$ cat src/sv/letterbox_bilinear_resize_assert.svh
// assertion macros for the letterbox resize block
`ifndef LETTERBOX_BILINEAR_RESIZE_ASSERT_SVH
`define LETTERBOX_BILINEAR_RESIZE_ASSERT_SVH
`ifndef SYNTHESIS
// antecedent implies consequent in the same cycle
`define LBR_ASSERT_IMPLIES(lbl, ante, cons) \
  lbl: assert property (@(posedge clk) disable iff (!rst_n) (ante) |-> (cons)) \
    else $error("lbr check failed");
// antecedent implies consequent in the next cycle
`define LBR_ASSERT_NEXT(lbl, ante, cons) \
  lbl: assert property (@(posedge clk) disable iff (!rst_n) (ante) |=> (cons)) \
    else $error("lbr check failed");
`else
`define LBR_ASSERT_IMPLIES(lbl, ante, cons)
`define LBR_ASSERT_NEXT(lbl, ante, cons)
`endif
`endif

$ cat src/sv/lbr_pkg.sv
// shared types, constants and sizes of the letterbox resize block
package lbr_pkg;

  localparam int MAX_SRC_WIDTH  = 1024;
  localparam int MAX_SRC_HEIGHT = 1024;
  localparam int TARGET_SIZE    = 640;

  localparam int SIZE_W  = 11;
  localparam int COORD_W = 10;
  localparam int PAD_W   = 9;
  localparam int FRAC_W  = 16;
  localparam int CH_W    = 8;
  localparam int OUT_W   = 16;
  localparam int NUM_CH  = 3;

  // banked store: two row parities by two column parities
  localparam int NUM_BANKS = 4;
  localparam int ROW_W     = $clog2(MAX_SRC_HEIGHT) - 1;
  localparam int COL_W     = $clog2(MAX_SRC_WIDTH) - 1;
  localparam int BANK_AW   = ROW_W + COL_W;
  localparam int BANK_DEPTH = 2 ** BANK_AW;

  // opcodes
  localparam logic OP_LOAD    = 1'b0;
  localparam logic OP_COMPUTE = 1'b1;

  // register indexes
  localparam logic CFG_SRC_WIDTH  = 1'b0;
  localparam logic CFG_SRC_HEIGHT = 1'b1;

  // pad channel value, 114/255 in Q1.15 rounded
  localparam logic [OUT_W-1:0] PAD_LEVEL = OUT_W'((114 * 32768 + 127) / 255);
  localparam logic [OUT_W-1:0] FULL_SCALE = OUT_W'(32768);

  typedef logic [NUM_CH-1:0][CH_W-1:0] pixel_t;

  typedef struct packed {
    logic               opcode;
    logic [COORD_W-1:0] loc_x;
    logic [COORD_W-1:0] loc_y;
    logic [CH_W-1:0]    red_in;
    logic [CH_W-1:0]    green_in;
    logic [CH_W-1:0]    blue_in;
  } in_item_t;

  typedef struct packed {
    logic [COORD_W-1:0] out_x;
    logic [COORD_W-1:0] out_y;
    logic [OUT_W-1:0]   out_red;
    logic [OUT_W-1:0]   out_green;
    logic [OUT_W-1:0]   out_blue;
    logic               is_padding;
  } out_item_t;

  // frame geometry derived from the size registers
  typedef struct packed {
    logic [SIZE_W-1:0]  w;
    logic [SIZE_W-1:0]  h;
    logic [SIZE_W-1:0]  m;
    logic [COORD_W-1:0] nw;
    logic [COORD_W-1:0] nh;
    logic [PAD_W-1:0]   px;
    logic [PAD_W-1:0]   py;
  } geom_t;

  // mapped source neighborhood of one destination pixel
  typedef struct packed {
    logic               valid;
    logic               pad;
    logic [COORD_W-1:0] x;
    logic [COORD_W-1:0] y;
    logic [COORD_W-1:0] x0;
    logic [COORD_W-1:0] x1;
    logic [COORD_W-1:0] y0;
    logic [COORD_W-1:0] y1;
    logic [FRAC_W-1:0]  fx;
    logic [FRAC_W-1:0]  fy;
  } map_t;

endpackage

$ cat src/sv/lbr_geom.sv
// size registers and serial divider for the scaled frame geometry
module lbr_geom (
  input  logic                       clk,
  input  logic                       rst_n,
  input  logic                       cfg_we,
  input  logic                       cfg_idx,
  input  logic [lbr_pkg::SIZE_W-1:0] cfg_wdata,
  output lbr_pkg::geom_t             geom,
  output logic                       busy
);
  import lbr_pkg::*;

  localparam int NUM_W = $clog2(MAX_SRC_WIDTH * TARGET_SIZE + 1);
  localparam int QUO_W = COORD_W;

  typedef enum logic [1:0] {
    GEO_IDLE = 2'b01,
    GEO_DIV  = 2'b10
  } geo_state_t;

  geo_state_t         state_r;
  logic [SIZE_W-1:0]  src_width_r, src_height_r;
  logic               restart_r;
  logic [SIZE_W-1:0]  w_c, h_c, m_c, min_c;
  logic [NUM_W-1:0]   num_c;
  logic [SIZE_W-1:0]  w_r, h_r, m_r, rem_r;
  logic               wide_r;
  logic [QUO_W-1:0]   num_r, quo_r;
  logic [3:0]         cnt_r;
  logic [SIZE_W:0]    trial;
  logic               ge;
  logic [SIZE_W-1:0]  rem_nxt;
  logic [QUO_W-1:0]   quo_nxt;
  logic [COORD_W-1:0] nw_fin, nh_fin;
  geom_t              geom_r;

  // clamp the sizes and set up the divide
  always_comb begin
    w_c = src_width_r;
    if (src_width_r == '0) w_c = SIZE_W'(1);
    else if (src_width_r > SIZE_W'(MAX_SRC_WIDTH)) w_c = SIZE_W'(MAX_SRC_WIDTH);
    h_c = src_height_r;
    if (src_height_r == '0) h_c = SIZE_W'(1);
    else if (src_height_r > SIZE_W'(MAX_SRC_HEIGHT)) h_c = SIZE_W'(MAX_SRC_HEIGHT);
    m_c   = (w_c >= h_c) ? w_c : h_c;
    min_c = (w_c >= h_c) ? h_c : w_c;
    num_c = NUM_W'(min_c) * NUM_W'(TARGET_SIZE);
  end

  // one restoring divide step
  always_comb begin
    trial   = {rem_r, num_r[QUO_W-1]};
    ge      = trial >= {1'b0, m_r};
    rem_nxt = ge ? SIZE_W'(trial - {1'b0, m_r}) : SIZE_W'(trial);
    quo_nxt = {quo_r[QUO_W-2:0], ge};
    nw_fin  = wide_r ? COORD_W'(TARGET_SIZE) : quo_nxt;
    nh_fin  = wide_r ? quo_nxt : COORD_W'(TARGET_SIZE);
  end

  // register writes and divide sequencer
  always_ff @(posedge clk) begin
    if (!rst_n) begin
      state_r      <= GEO_IDLE;
      restart_r    <= 1'b0;
      src_width_r  <= SIZE_W'(TARGET_SIZE);
      src_height_r <= SIZE_W'(TARGET_SIZE);
      cnt_r        <= '0;
      geom_r.w     <= SIZE_W'(TARGET_SIZE);
      geom_r.h     <= SIZE_W'(TARGET_SIZE);
      geom_r.m     <= SIZE_W'(TARGET_SIZE);
      geom_r.nw    <= COORD_W'(TARGET_SIZE);
      geom_r.nh    <= COORD_W'(TARGET_SIZE);
      geom_r.px    <= '0;
      geom_r.py    <= '0;
    end else begin
      restart_r <= cfg_we;
      if (cfg_we) begin
        unique case (cfg_idx)
          CFG_SRC_WIDTH:  src_width_r  <= cfg_wdata;
          CFG_SRC_HEIGHT: src_height_r <= cfg_wdata;
          default: ;
        endcase
      end
      if (restart_r) begin
        state_r <= GEO_DIV;
        cnt_r   <= '0;
        w_r     <= w_c;
        h_r     <= h_c;
        m_r     <= m_c;
        wide_r  <= w_c >= h_c;
        rem_r   <= SIZE_W'(num_c[NUM_W-1:QUO_W]);
        num_r   <= num_c[QUO_W-1:0];
        quo_r   <= '0;
      end else begin
        unique case (state_r)
          GEO_IDLE: ;
          GEO_DIV: begin
            rem_r <= rem_nxt;
            quo_r <= quo_nxt;
            num_r <= {num_r[QUO_W-2:0], 1'b0};
            cnt_r <= cnt_r + 4'd1;
            if (cnt_r == 4'(QUO_W - 1)) begin
              state_r   <= GEO_IDLE;
              geom_r.w  <= w_r;
              geom_r.h  <= h_r;
              geom_r.m  <= m_r;
              geom_r.nw <= nw_fin;
              geom_r.nh <= nh_fin;
              geom_r.px <= PAD_W'((COORD_W'(TARGET_SIZE) - nw_fin) >> 1);
              geom_r.py <= PAD_W'((COORD_W'(TARGET_SIZE) - nh_fin) >> 1);
            end
          end
          default: state_r <= GEO_IDLE;
        endcase
      end
    end
  end

  assign geom = geom_r;
  assign busy = restart_r || (state_r == GEO_DIV);

endmodule

$ cat config.mk
export PLATFORM = sky130hd
export DESIGN_NAME = lbr_geom
export DESIGN_NICKNAME = d
export VERILOG_FILES = /design/src/sv/letterbox_bilinear_resize_assert.svh /design/src/sv/lbr_pkg.sv /design/src/sv/lbr_geom.sv
export SDC_FILE = /design/constraint.sdc
export NUM_CORES = 1
export LEC_CHECK = 0
export BUFFER_PORTS_ARGS = -buffer_cell sky130_fd_sc_hd__buf_2
export CORE_ASPECT_RATIO = 1.75
export CORE_MARGIN = 5
export CORE_UTILIZATION = 50
export DETAILED_ROUTE_END_ITERATION = 10
export GPL_ROUTABILITY_DRIVEN = 0
export PLACE_DENSITY = 0.78
export SYNTH_ARGS = -nofsm -noshare
export SYNTH_HDL_FRONTEND = slang
export SYNTH_SLANG_ARGS = --single-unit
$ cat constraint.sdc
create_clock -name clk -period 4.9 [get_ports clk]
set_input_delay 0.245 -clock clk [delete_from_list [all_inputs] [get_ports clk]]
set_output_delay 0.245 -clock clk [all_outputs]
set_load 0.005 [all_outputs]
Word-level counts from Yosys, hierarchy flattened
Index checks and enable logic that the tools add are counted.
Widths: inputs -> output; s select.
Operators by class
  add/subtract/negate cells: 4
  multiply operators: 1
  $lt $le $gt $ge: 4
  equal/unequal tests: 5
  mux-type cells: 17
  bitwise logic cells: 3
  reduce and logical (&&, ||, !) cells: 11
Operators with widths (number)
  $mux 11: 8
  $mux 10: 5
  $gt 11x11->1 const B: 2
  $logic_not 11->1: 2
  $sub 10x10->10 const A: 2
  $mul 11x3->13 const B: 1
  $ge 12x11->1: 1
  $ge 11x11->1: 1
  $sub 11x11->11: 1
  $reduce_and 2->1: 5
  $mux 9: 1
  $add 4x1->4 const B: 1
  $eq 4x4->1 const B: 1
  $mux 2: 2
  $pmux 2 s2: 1
  $ne 3x3->1 const B: 1
  $not 1->1: 3
  $reduce_and 3->1: 1
  $eq 2x1->1 const B: 1
  $eq 2x2->1 const B: 1
  $ne 2x2->1 const B: 1
  $reduce_bool 2->1: 1
  $reduce_or 2->1: 1
  $logic_or 1x1->1: 1
Word-level totals
  register bits: 163
  input bits: 15

Depth between registers and ports, before layout
Gate-level depths: netlist (run 1).
  depth in word-level cells: 7
  depth in mapped cells: 21

Worst setup path after synthesis (run 1)
OpenSTA, ideal clock, no wires.
  path type: register to register
  start: register src_height_r[4]
  end: register rem_r[8], data pin
  setup time: 0.261 ns
  arrival: 4.402 ns
  slack: 0.238 ns
  stages on the path, launching flop included: 21
  path buffers: 1
  path through: dfxtp_1 -> nor4_1 -> nand3_1 -> o21ai_0 -> nand2_1 -> ha_1 -> nand4_1 -> or4_4 -> o21ai_4 -> nor2_2 -> buf_6 -> mux2_4 -> ha_1 -> ha_1 -> fa_1 -> a21oi_1 -> o21ai_0 -> a2111oi_0 -> nor3_1 -> xnor2_1 -> mux2i_1
On the way
  word-level cells in the longest chain between the ends: 7
  elaborated cells between the ends (all ways): 8
RTL lines
  start: declaration: RTL line lbr_geom.sv:22  | logic [SIZE_W-1:0] src_width_r, src_height_r;
  start signal: assignment: RTL line lbr_geom.sv:66  | src_height_r <= SIZE_W'(TARGET_SIZE);
  start signal: assignment: RTL line lbr_geom.sv:80  | CFG_SRC_HEIGHT: src_height_r <= cfg_wdata;
  $gt 11x11->1: RTL line lbr_geom.sv:44  | else if (src_height_r > SIZE_W'(MAX_SRC_HEIGHT)) h_c = SIZE_W'(MAX_SRC_HEIGHT);
  $mux 11: RTL line lbr_geom.sv:44
  $mux 11 (*): RTL line lbr_geom.sv:43  | if (src_height_r == '0) h_c = SIZE_W'(1);
  $ge 11x11->1: RTL line lbr_geom.sv:46  | min_c = (w_c >= h_c) ? h_c : w_c;
  $mux 11 (*): RTL line lbr_geom.sv:46
  $mul 11x3->13 (*): RTL line lbr_geom.sv:47  | num_c = NUM_W'(min_c) * NUM_W'(TARGET_SIZE);
  $mux 10 (*): RTL line lbr_geom.sv:84  | if (restart_r) begin
  end signal: assignment: RTL line lbr_geom.sv:91  | rem_r <= SIZE_W'(num_c[NUM_W-1:QUO_W]);
  end signal: assignment: RTL line lbr_geom.sv:98  | rem_r <= rem_nxt;
  end: declaration: RTL line lbr_geom.sv:26  | logic [SIZE_W-1:0] w_r, h_r, m_r, rem_r;
Mark *: on every way between the ends. The rest lies on a longest branch, timed or not.
A chain may end at the register's enable or synchronous reset.

Final worst setup path (run 1)
  start: register src_height_r[7]
  end: register rem_r[7], data pin
Same word-level chain as after synthesis.

==> impl_metrics.ini, run 1 <==
[flow_run]
cap_violations = 0

[worst_setup_path]
cp.arrival_ns = 5.05
reg2reg_slack_ns = -0.004
crit_required_ns = 5.05
worstPathMaxFanout = 6
crit_path_start_kind = register
ff2ff_path_depth = 21
cp.depth = 21
end_kind = register
slowest_delay_ns = 0.54
r2r-start = src_height_r[7]$_SDFFE_PN1P_
crit_type = reg2reg
slowest_stage = or4_4
cp_top_family = simple AND/OR/NAND/NOR gates
path_cells = nor4_2 -> nand3_1 -> o21ai_2 -> nand2_2 -> ha_4 -> nand4_1 -> or4_4 -> o21ai_4 -> nor2_4 -> buf_4 -> inv_2 -> mux2_2 -> ha_1 -> ha_4 -> o21ai_2 -> o211ai_1 -> buf_4 -> and3_1 -> nor3_1 -> a31oi_1 -> o31ai_1
timing.rr.end = rem_r[7]$_DFFE_PP_
crit_buf_inv = 3

[global_route]
grt_pass1_vias = 6320
grt_max_degree = 74
grt_pass1_wl_microns = 30900
grt_usage = 0.208
antenna_found_initial = 0
globalRoute.totalOverflow = 0

[route]
routed-via-count = 6438
wl_per_cell_microns = 17.6
drcViolationCount = 0
ant_nets = 0
drtIter0Drc = 444
drt-total-wl_microns = 19900
viasPerCell = 5.69
dr.pass1.iters = 5

[timing]
worstMarginPinSlew_ns = 1.19
fin_crit_ns = 4.90
hold_violations = 0
max_freq_ghz = 0.204
finalClockSkew_ns = 0.0150
setup_viol = 1
fin_hold_ws_ns = 0.0602
finalMaxSlewViolations = 0
period_share = 1.00
fin_ws_ns = -0.00423
max-slew-margin-rel = 0.206

[logic_synthesis]
ys_ff_latch = 157
yosys.area_share.simple = 0.193
syn_nets = 908
synth_top_family_by_area = simple AND/OR/NAND/NOR gates
synthAdderAreaFrac = 0.0751
async_reset_ff_frac = 0
avgSynthCellArea_sq_um = 9.29
synth_mux_area_frac = 0.0269
ys.flop_type = dfxtp_1
synthTopCellsByArea = dfxtp_1 25%, edfxtp_1 22%, nand2_1 8.1%, ha_1 7.0%, a21boi_0 3.7%
synth_edf_count = 57
synth_area_sq_um = 7870
synth_compound_area_frac = 0.171
synth.yosys.seq_area_share = 0.472
synth-xor-area-share = 0.0189
synth.top_cell.area_share = 0.254
ys_types = 68
synth_warnings = 0
synth_top_area_cell = dfxtp_1
syn_inst = 847

[place]
dpl.hpwl_microns = 14100
pre_cts_slack_ns = -0.124
placed_area_sq_um = 8530
port_buffers = 86
dp.cells = 1094

[final_layout]
layout-area-overhead-vs-synth_pct = 18.5
layout-drive-gt1-share = 0.216
fin_area_sq_um = 9330
fin_util = 0.603
seqCellArea_sq_um = 3710
multi_input_area_sq_um = 4010
n_fill_cell = 1290
layoutNonFillerInstCount = 1131
nets = 993
n_antenna_cell = 0

[clocking]
htreeDepth = 4
path_clk_slew_ns = 0.06
cts_buffers = 17
clock_latency_ns = 0.42
cts_tree = built
clock-sinks = 157
cts-root-buf = clkbuf_16
clockBufferDepth = 2

[run_status]
status = complete, but fails checks
violations = setup timing

[floorplanning]
coreArea_sq_um = 15500
start_util = 0.509
die_x_microns = 105
num_io_pins = 87
rows = 60
die-area_sq_um = 18400
fp.dieH_microns = 176

[power_and_ir_drop]
p_leak_nw = 3.82
powerDensity_nw_per_um2 = 338
irDropWorstVdd_v = 0.000278

[hold_path]
whs_endpoint = src_width_r[9]$_SDFFE_PN1P_
min_from = cfg_wdata[9]
holdPathStages = 3
hp-class = in2reg
==> power breakdown <==
group          internal, W  switching, W  total (W)
registers          0.00139     0.0000232    0.00141
logic             0.000208      0.000273   0.000481
clock network     0.000698      0.000565    0.00126
==> synth_stat cells (27+ instances only) <==
cell type	count
dfxtp_1	100
inv_1	30
nand3_1	30
a21oi_1	32
clkbuf_1	41
ha_1	44
a21boi_0	39
nor2_1	36
nor2b_1	27
o21ai_0	36
edfxtp_1	57
nand2_1	170
==> sequential cells by signal, indices dropped and copies added (netlist names), 3 cells and up <==
name	flops
num_r	3
m_r	11
src_height_r	11
geom	71
quo_r	9
h_r	11
rem_r	11
w_r	11
cnt_r	4
src_width_r	11
==> cell families after synthesis <==
group                      count (synthesis)
AOI/OAI and AO/OA                        199
adders and majority gates                 46
buffers and inverters                     86
DFF                                      157
and+or+nand+nor                          325
muxes                                     17
xor gates and xnor gates                  17
==> worst max path at each step <==
stage	from	end	slack [ns]
floorplan	src_height_r[4]$_SDFFE_PN0P_	rem_r[8]$_DFFE_PP_	0.24
global placement	src_width_r[6]$_SDFFE_PN0P_	rem_r[8]$_DFFE_PP_	-0.05
detailed placement	src_width_r[6]$_SDFFE_PN0P_	rem_r[8]$_DFFE_PP_	-0.12
CTS	src_height_r[4]$_SDFFE_PN0P_	rem_r[8]$_DFFE_PP_	0.03
global route	src_height_r[7]$_SDFFE_PN1P_	rem_r[9]$_DFFE_PP_	-0.14
finish	src_height_r[7]$_SDFFE_PN1P_	rem_r[7]$_DFFE_PP_	-0.004
==> cells in the final DEF (no fill, tap or decap), drive strengths merged, types with 7 or more instances in the layout <==
cell / netlist / routed
nand2: 170 / 170
buf: 12 / 118
dfxtp: 100 / 100
a21boi: 60 / 60
edfxtp: 57 / 57
o21ai: 55 / 55
ha: 44 / 44
nor2: 38 / 39
inv: 31 / 39
a21oi: 33 / 33
nand3: 30 / 30
nor2b: 27 / 27
clkbuf: 41 / 19
and2: 12 / 12
mux2: 12 / 12
xor2: 11 / 11
nor3: 9 / 9
a211oi: 9 / 9
nand2b: 7 / 7
==> layout make-up <==
cell class | instances | share of cell area
inverter | 33 | 0.0133
multi-input combinational | 605 | 0.430
clock inverter | 13 | 0.0125
tap | 186 | 0.0250
clock buffer | 19 | 0.0487
timing repair buffer | 118 | 0.0719
sequential | 157 | 0.398
==> layer usage <==
layer,up-vias,track usage,part of all wire
met5,-,0,0
met4,0,0.117,0.049
met3,60,0.0406,0.049
met2,231,0.389,0.55
met1,3022,0.210,0.36
li1,3125,-,-
==> stage by stage <==
stage	total power (W)	setup TNS (ns)
after floorplan	0.00174	0
after global placement	0.00183	-0.0527
after detailed placement	0.00184	-0.199
after CTS	0.00310	0
after global routing	0.00328	-0.364
final	0.00316	-0.00423
==> what timing repair did <==
action                     in CTS  in global routing
cloned                          0                  1
buffers inserted                0                  4
pin swaps                       2                 11
setup endpoints to repair       2                  3
resized for setup               8                 28
hold buffers                    0                  0
==> worst min-delay path, stage by stage <==
cell	delay, ns
buf_2	0.09
nand2_1	0.04
nand3_1	0.07
Power figures use the tool's default switching activity.
==> run 2, diff against run 1 <==
- CORE_ASPECT_RATIO: 1.75 -> default
==> run 2 against run 1 <==
Effect of this change: register-to-register slack better by 0.14 ns; the flow now finishes without violations; first-iteration DRC count increased by 22%; clock skew fell by 0.0050 ns; critical path type unchanged.
==> impl_metrics.ini, run 2 (synthesized netlist as in run 1, its figures left out) <==
[run_status]
status = complete, no violations

[global_route]
grt_pass1_vias = 6156
grt_pass1_wl_microns = 30200
grt_usage = 0.208
antenna_found_initial = 0
grt_max_degree = 100
globalRoute.totalOverflow = 0

[floorplanning]
num_io_pins = 87
fp.dieH_microns = 135
start_util = 0.514
die-area_sq_um = 18300
rows = 45
coreArea_sq_um = 15300
die_x_microns = 135

[final_layout]
final_common_cell = nand2_1
final_cell_mix = 169 x nand2_1, 100 x dfxtp_1, 86 x buf_2
n_fill_cell = 1297
layout-area-overhead-vs-synth_pct = 17.5
largest_reg_flops = 71
n_antenna_cell = 0
nets = 987
fin_util = 0.604
layout-drive-gt1-share = 0.196

[place]
port_buffers = 86
pre_cts_slack_ns = -0.0342
dpl.hpwl_microns = 13100

[clocking]
clockBufferDepth = 2
htreeDepth = 4
cts_buffers = 17
path_clk_slew_ns = 0.06
clock-sinks = 157
cts-root-buf = clkbuf_16
cts_tree = built
clock_latency_ns = 0.43

[worst_setup_path]
path_cells = nor4_2 -> nand3_1 -> o21ai_2 -> nand2_1 -> ha_1 -> nand4_1 -> or4_4 -> o21ai_4 -> nor2_4 -> buf_4 -> mux2_4 -> ha_1 -> ha_4 -> a211oi_2 -> o211ai_1 -> a31o_2 -> a21oi_1 -> and4b_1 -> a211oi_1
crit_type = reg2reg
crit_required_ns = 5.07
end_kind = register
worstPathMaxFanout = 5
crit_path_frequent_cell = ha_1
cp.arrival_ns = 4.94
crit_path_start_kind = register
slowest_delay_ns = 0.53
slowest_stage = or4_4

[timing]
fin_hold_ws_ns = 0.0535
worstMarginPinSlew_ns = 1.17
finalMaxSlewViolations = 0
setup_viol = 0
period_share = 0.973
fin_ws_ns = 0.134
finalClockSkew_ns = 0.00999
fin_crit_ns = 4.77
hold_violations = 0
max_freq_ghz = 0.210
max-slew-margin-rel = 0.217

[power_and_ir_drop]
p_comb_frac = 0.135
power.share.sequential = 0.438
powerDensity_nw_per_um2 = 348
p_clk_frac = 0.427
internal_power_w = 0.00242
switchingPower_w = 0.000796
p_leak_nw = 3.81
irDropWorstVdd_v = 0.000347
switching_share = 0.247

[route]
drt-total-wl_microns = 18900
route.met2.wl_microns = 9390
top_layer = met4
ant_nets = 0
viasPerCell = 5.53
routed-via-count = 6354
wl_met3_microns = 1020
met1_length_microns = 8050
drcViolationCount = 0
dr.pass1.iters = 5
drtIter0Drc = 540
wl_per_cell_microns = 16.4

[flow_run]
cap_violations = 0

[hold_path]
hp-class = in2reg
run 2: cell types whose count changed in the layout (fill, tap and decap cells not counted), sizes merged:
cell | before | now
bufinv | 0 | 4
clkinv | 6 | 10
inv | 39 | 33
buf | 118 | 113
nor2 | 39 | 38
clkbuf | 19 | 17
run 2: layout make-up:
cell class	instances	area, sq um	area share
clock buffer	17	425	0.0460
sequential	157	3710	0.402
clock inverter	15	194	0.0210
tap	211	264	0.0286
inverter	33	124	0.0134
multi-input combinational	604	3890	0.421
timing repair buffer	113	633	0.0685
run 2: layer usage:
metal,global-route usage,vias up
met2,0.365,207
li1,-,3111
met3,0.0409,37
met1,0.254,2999
met5,0,-
met4,0.0756,0
run 2: power groups by stage:
stage | Sequential [W] | Combinational (W) | Clock [W]
final | 0.00141 | 0.000435 | 0.00137
after detailed placement | 0.00144 | 0.000399 | 0
after floorplan | 0.00143 | 0.000308 | 0
after global routing | 0.00141 | 0.000479 | 0.00145
after CTS | 0.00141 | 0.000409 | 0.00140
after global placement | 0.00144 | 0.000395 | 0
run 2: worst paths after layout:
| check | start | to | slack (ns) | cells past startpoint |
|---|---|---|---|---|
| setup / recovery | src_height_r[4]$_SDFFE_PN0P_ | rem_r[9]$_DFFE_PP_ | 0.13 | 19 |
| hold / removal | cfg_wdata[7] | src_width_r[7]$_SDFFE_PN1P_ | 0.05 | 3 |
| setup reg to reg | src_height_r[4]$_SDFFE_PN0P_ | rem_r[9]$_DFFE_PP_ | 0.13 | 19 |
| hold reg to reg | geom[49]$_SDFFE_PN0P_ | geom[49]$_SDFFE_PN0P_ | 0.45 | 2 |
run 2: stage by stage:
step | instances | instance area (sq um) | setup TNS (ns) | power (W)
2_1_floorplan | 847 | 7870 | 0 | 0.00174
3_3_place_gp | 1115 | 8530 | 0 | 0.00183
3_5_place_dp | 1115 | 8530 | -0.0401 | 0.00184
4_1_cts | 1147 | 9160 | 0 | 0.00322
5_1_grt | 1150 | 9250 | -0.168 | 0.00335
6_report | 1150 | 9250 | 0 | 0.00322
run 2: timing repair:
action,CTS,global route
pin swaps,0,7
gates resized for setup,2,18
setup buffers,0,3
hold buffers,0,0
setup endpoints to repair,2,3
gates cloned,0,0
run 2: worst max-delay path: cells and delay by family (launching register included):
| family | cells | cell delay [ns] |
|---|---|---|
| AOI/OAI and AO/OA | 7 | 1.34 |
| muxes | 1 | 0.31 |
| adders and majority gates | 3 | 0.95 |
| DFF | 1 | 0.33 |
| buffers and inverters | 1 | 0.16 |
| and+or+nand+nor | 7 | 1.42 |
==> run 3, diff against run 2 <==
- CORE_MARGIN: 5 -> 1
==> run 3 against run 2 <==
Effect of this change: clock skew shrank 0.0018 ns; largest power group unchanged; fmax rose by 0.63%; sequential cell count is the same; final area decreased by 0.12%; first-iteration DRC count shrank 10%; clock power down 10%; global-route usage increased by 3.2 points; largest cell class unchanged.
==> impl_metrics.ini, run 3 (synthesized netlist as in run 1, its figures left out) <==
[run_status]
status = complete, no violations

[final_layout]
n_antenna_cell = 0
largest_reg_flops = 71
layout-area-overhead-vs-synth_pct = 17.4
final_common_cell = nand2_1
fin_area_sq_um = 9240
layout-drive-gt1-share = 0.203
final_cell_mix = 169 x nand2_1, 100 x dfxtp_1, 86 x buf_2
layoutNonFillerInstCount = 1158
nets = 995

[worst_setup_path]
end_kind = register
worstPathMaxFanout = 4
crit_required_ns = 5.08
crit_type = reg2reg
cp.arrival_ns = 4.92
ff2ff_path_depth = 19
crit_path_start_kind = register

[timing]
max-slew-margin-rel = 0.264
worstMarginPinSlew_ns = 1.10
tns_ns = 0
period_share = 0.967
setup_viol = 0
finalClockSkew_ns = 0.00818
fin_ws_ns = 0.164
max_freq_ghz = 0.211
finalMaxSlewViolations = 0
fin_crit_ns = 4.74
hold_violations = 0

[global_route]
grt_usage = 0.240
globalRoute.totalOverflow = 0
grt_pass1_wl_microns = 30500
grt_pass1_vias = 6197
grt_max_degree = 58
antenna_found_initial = 0

[power_and_ir_drop]
power.share.sequential = 0.455
p_comb_frac = 0.148
irDropWorstVdd_v = 0.000274
internal_power_w = 0.00228
p_leak_nw = 3.82
p_clk_frac = 0.397
switching_share = 0.263
powerDensity_nw_per_um2 = 335
switchingPower_w = 0.000812

[floorplanning]
coreArea_sq_um = 15300
rows = 45
die-area_sq_um = 16200
fp.dieH_microns = 127
die_x_microns = 127
start_util = 0.516
num_io_pins = 87

[clocking]
cts_hold_buf = 0
cts_buffers = 17
cts_tree = built
clockBufferDepth = 2
htreeDepth = 4
cts-root-buf = clkbuf_16
clock_latency_ns = 0.43
clock-sinks = 157
path_clk_slew_ns = 0.07

[route]
drt-total-wl_microns = 18600
drtIter0Drc = 486
dr.pass1.iters = 5
routed-via-count = 6367
viasPerCell = 5.50
wl_per_cell_microns = 16.1
drcViolationCount = 0
ant_nets = 0

[place]
dpl.hpwl_microns = 13000
pre_cts_slack_ns = -0.174
placed_area_sq_um = 8590
port_buffers = 86
dp.cells = 1123

[hold_path]
hp-class = in2reg
holdPathStages = 3

[flow_run]
cap_violations = 0
==> run 3: cell count changes in the layout (fill, tap and decap cells not counted), sizes merged <==
cell and delta:
buf +8, bufinv -3, clkinv -1, clkinvlp +4
==> run 3: per-layer routing <==
metal	vias to the layer above	wire, microns	GRT usage
met5	-	0	0
met4	0	422	0.0868
met3	37	859	0.0515
met2	180	9380	0.428
met1	3018	7950	0.285
li1	3132	-	-
==> run 3: final timing paths <==
path                                 endpoint  slack, ns                          from
setup / recovery           rem_r[8]$_DFFE_PP_       0.16  src_height_r[5]$_SDFFE_PN0P_
hold reg to reg         geom[64]$_SDFFE_PN0P_       0.45         geom[64]$_SDFFE_PN0P_
setup reg to reg           rem_r[8]$_DFFE_PP_       0.16  src_height_r[5]$_SDFFE_PN0P_
hold / removal    src_width_r[7]$_SDFFE_PN1P_       0.04                  cfg_wdata[7]
==> run 3: timing repair <==
| action | 4_1_cts | 5_1_grt |
|---|---|---|
| cloned | 0 | 0 |
| endpoints found under the setup margin | 3 | 3 |
| buffers inserted | 3 | 0 |
| resized for setup | 5 | 14 |
| pin swaps | 2 | 5 |
==> run 3: per-stage QoR <==
stage	hold WS, ns	total power [W]	utilization
after global routing	0.0724	0.00321	0.605
after detailed placement	0.442	0.00184	0.563
final	0.0440	0.00309	0.605
after global placement	0.440	0.00183	0.563
after CTS	0.0333	0.00309	0.602
after floorplan	0.367	0.00174	-
==> run 3: worst max-delay path: stages, from the launching register on <==
cell and delay [ns]:
dfxtp_1 0.33, nor4_1 0.27, nand3_1 0.15, o21ai_2 0.15, nand2_1 0.11, ha_1 0.32, nand4_1 0.10, or4_4 0.53
o21ai_4 0.17, nor2_4 0.07, buf_4 0.16, mux2_4 0.30, ha_1 0.36, fa_2 0.44, a21oi_2 0.19, o21ai_1 0.10
a2111oi_2 0.33, nor3_1 0.12, xnor2_1 0.20, mux2i_1 0.09
==> run 3: power groups by stage <==
stage	logic [W]	clock network [W]	registers [W]
floorplan	0.000308	0	0.00143
global placement	0.000399	0	0.00143
detailed placement	0.000407	0	0.00143
CTS	0.000439	0.00124	0.00141
global route	0.000503	0.00130	0.00141
finish	0.000459	0.00123	0.00141
==> run 3: layout make-up <==
| type | count | area, sq um |
|---|---|---|
| multi-input cells | 604 | 3880 |
| clock buffers | 17 | 425 |
| clock inverters | 15 | 121 |
| well taps | 211 | 264 |
| inverters | 33 | 124 |
| flip-flops and latches | 157 | 3710 |
| fillers | 1290 | 6020 |
| repair buffers | 121 | 706 |
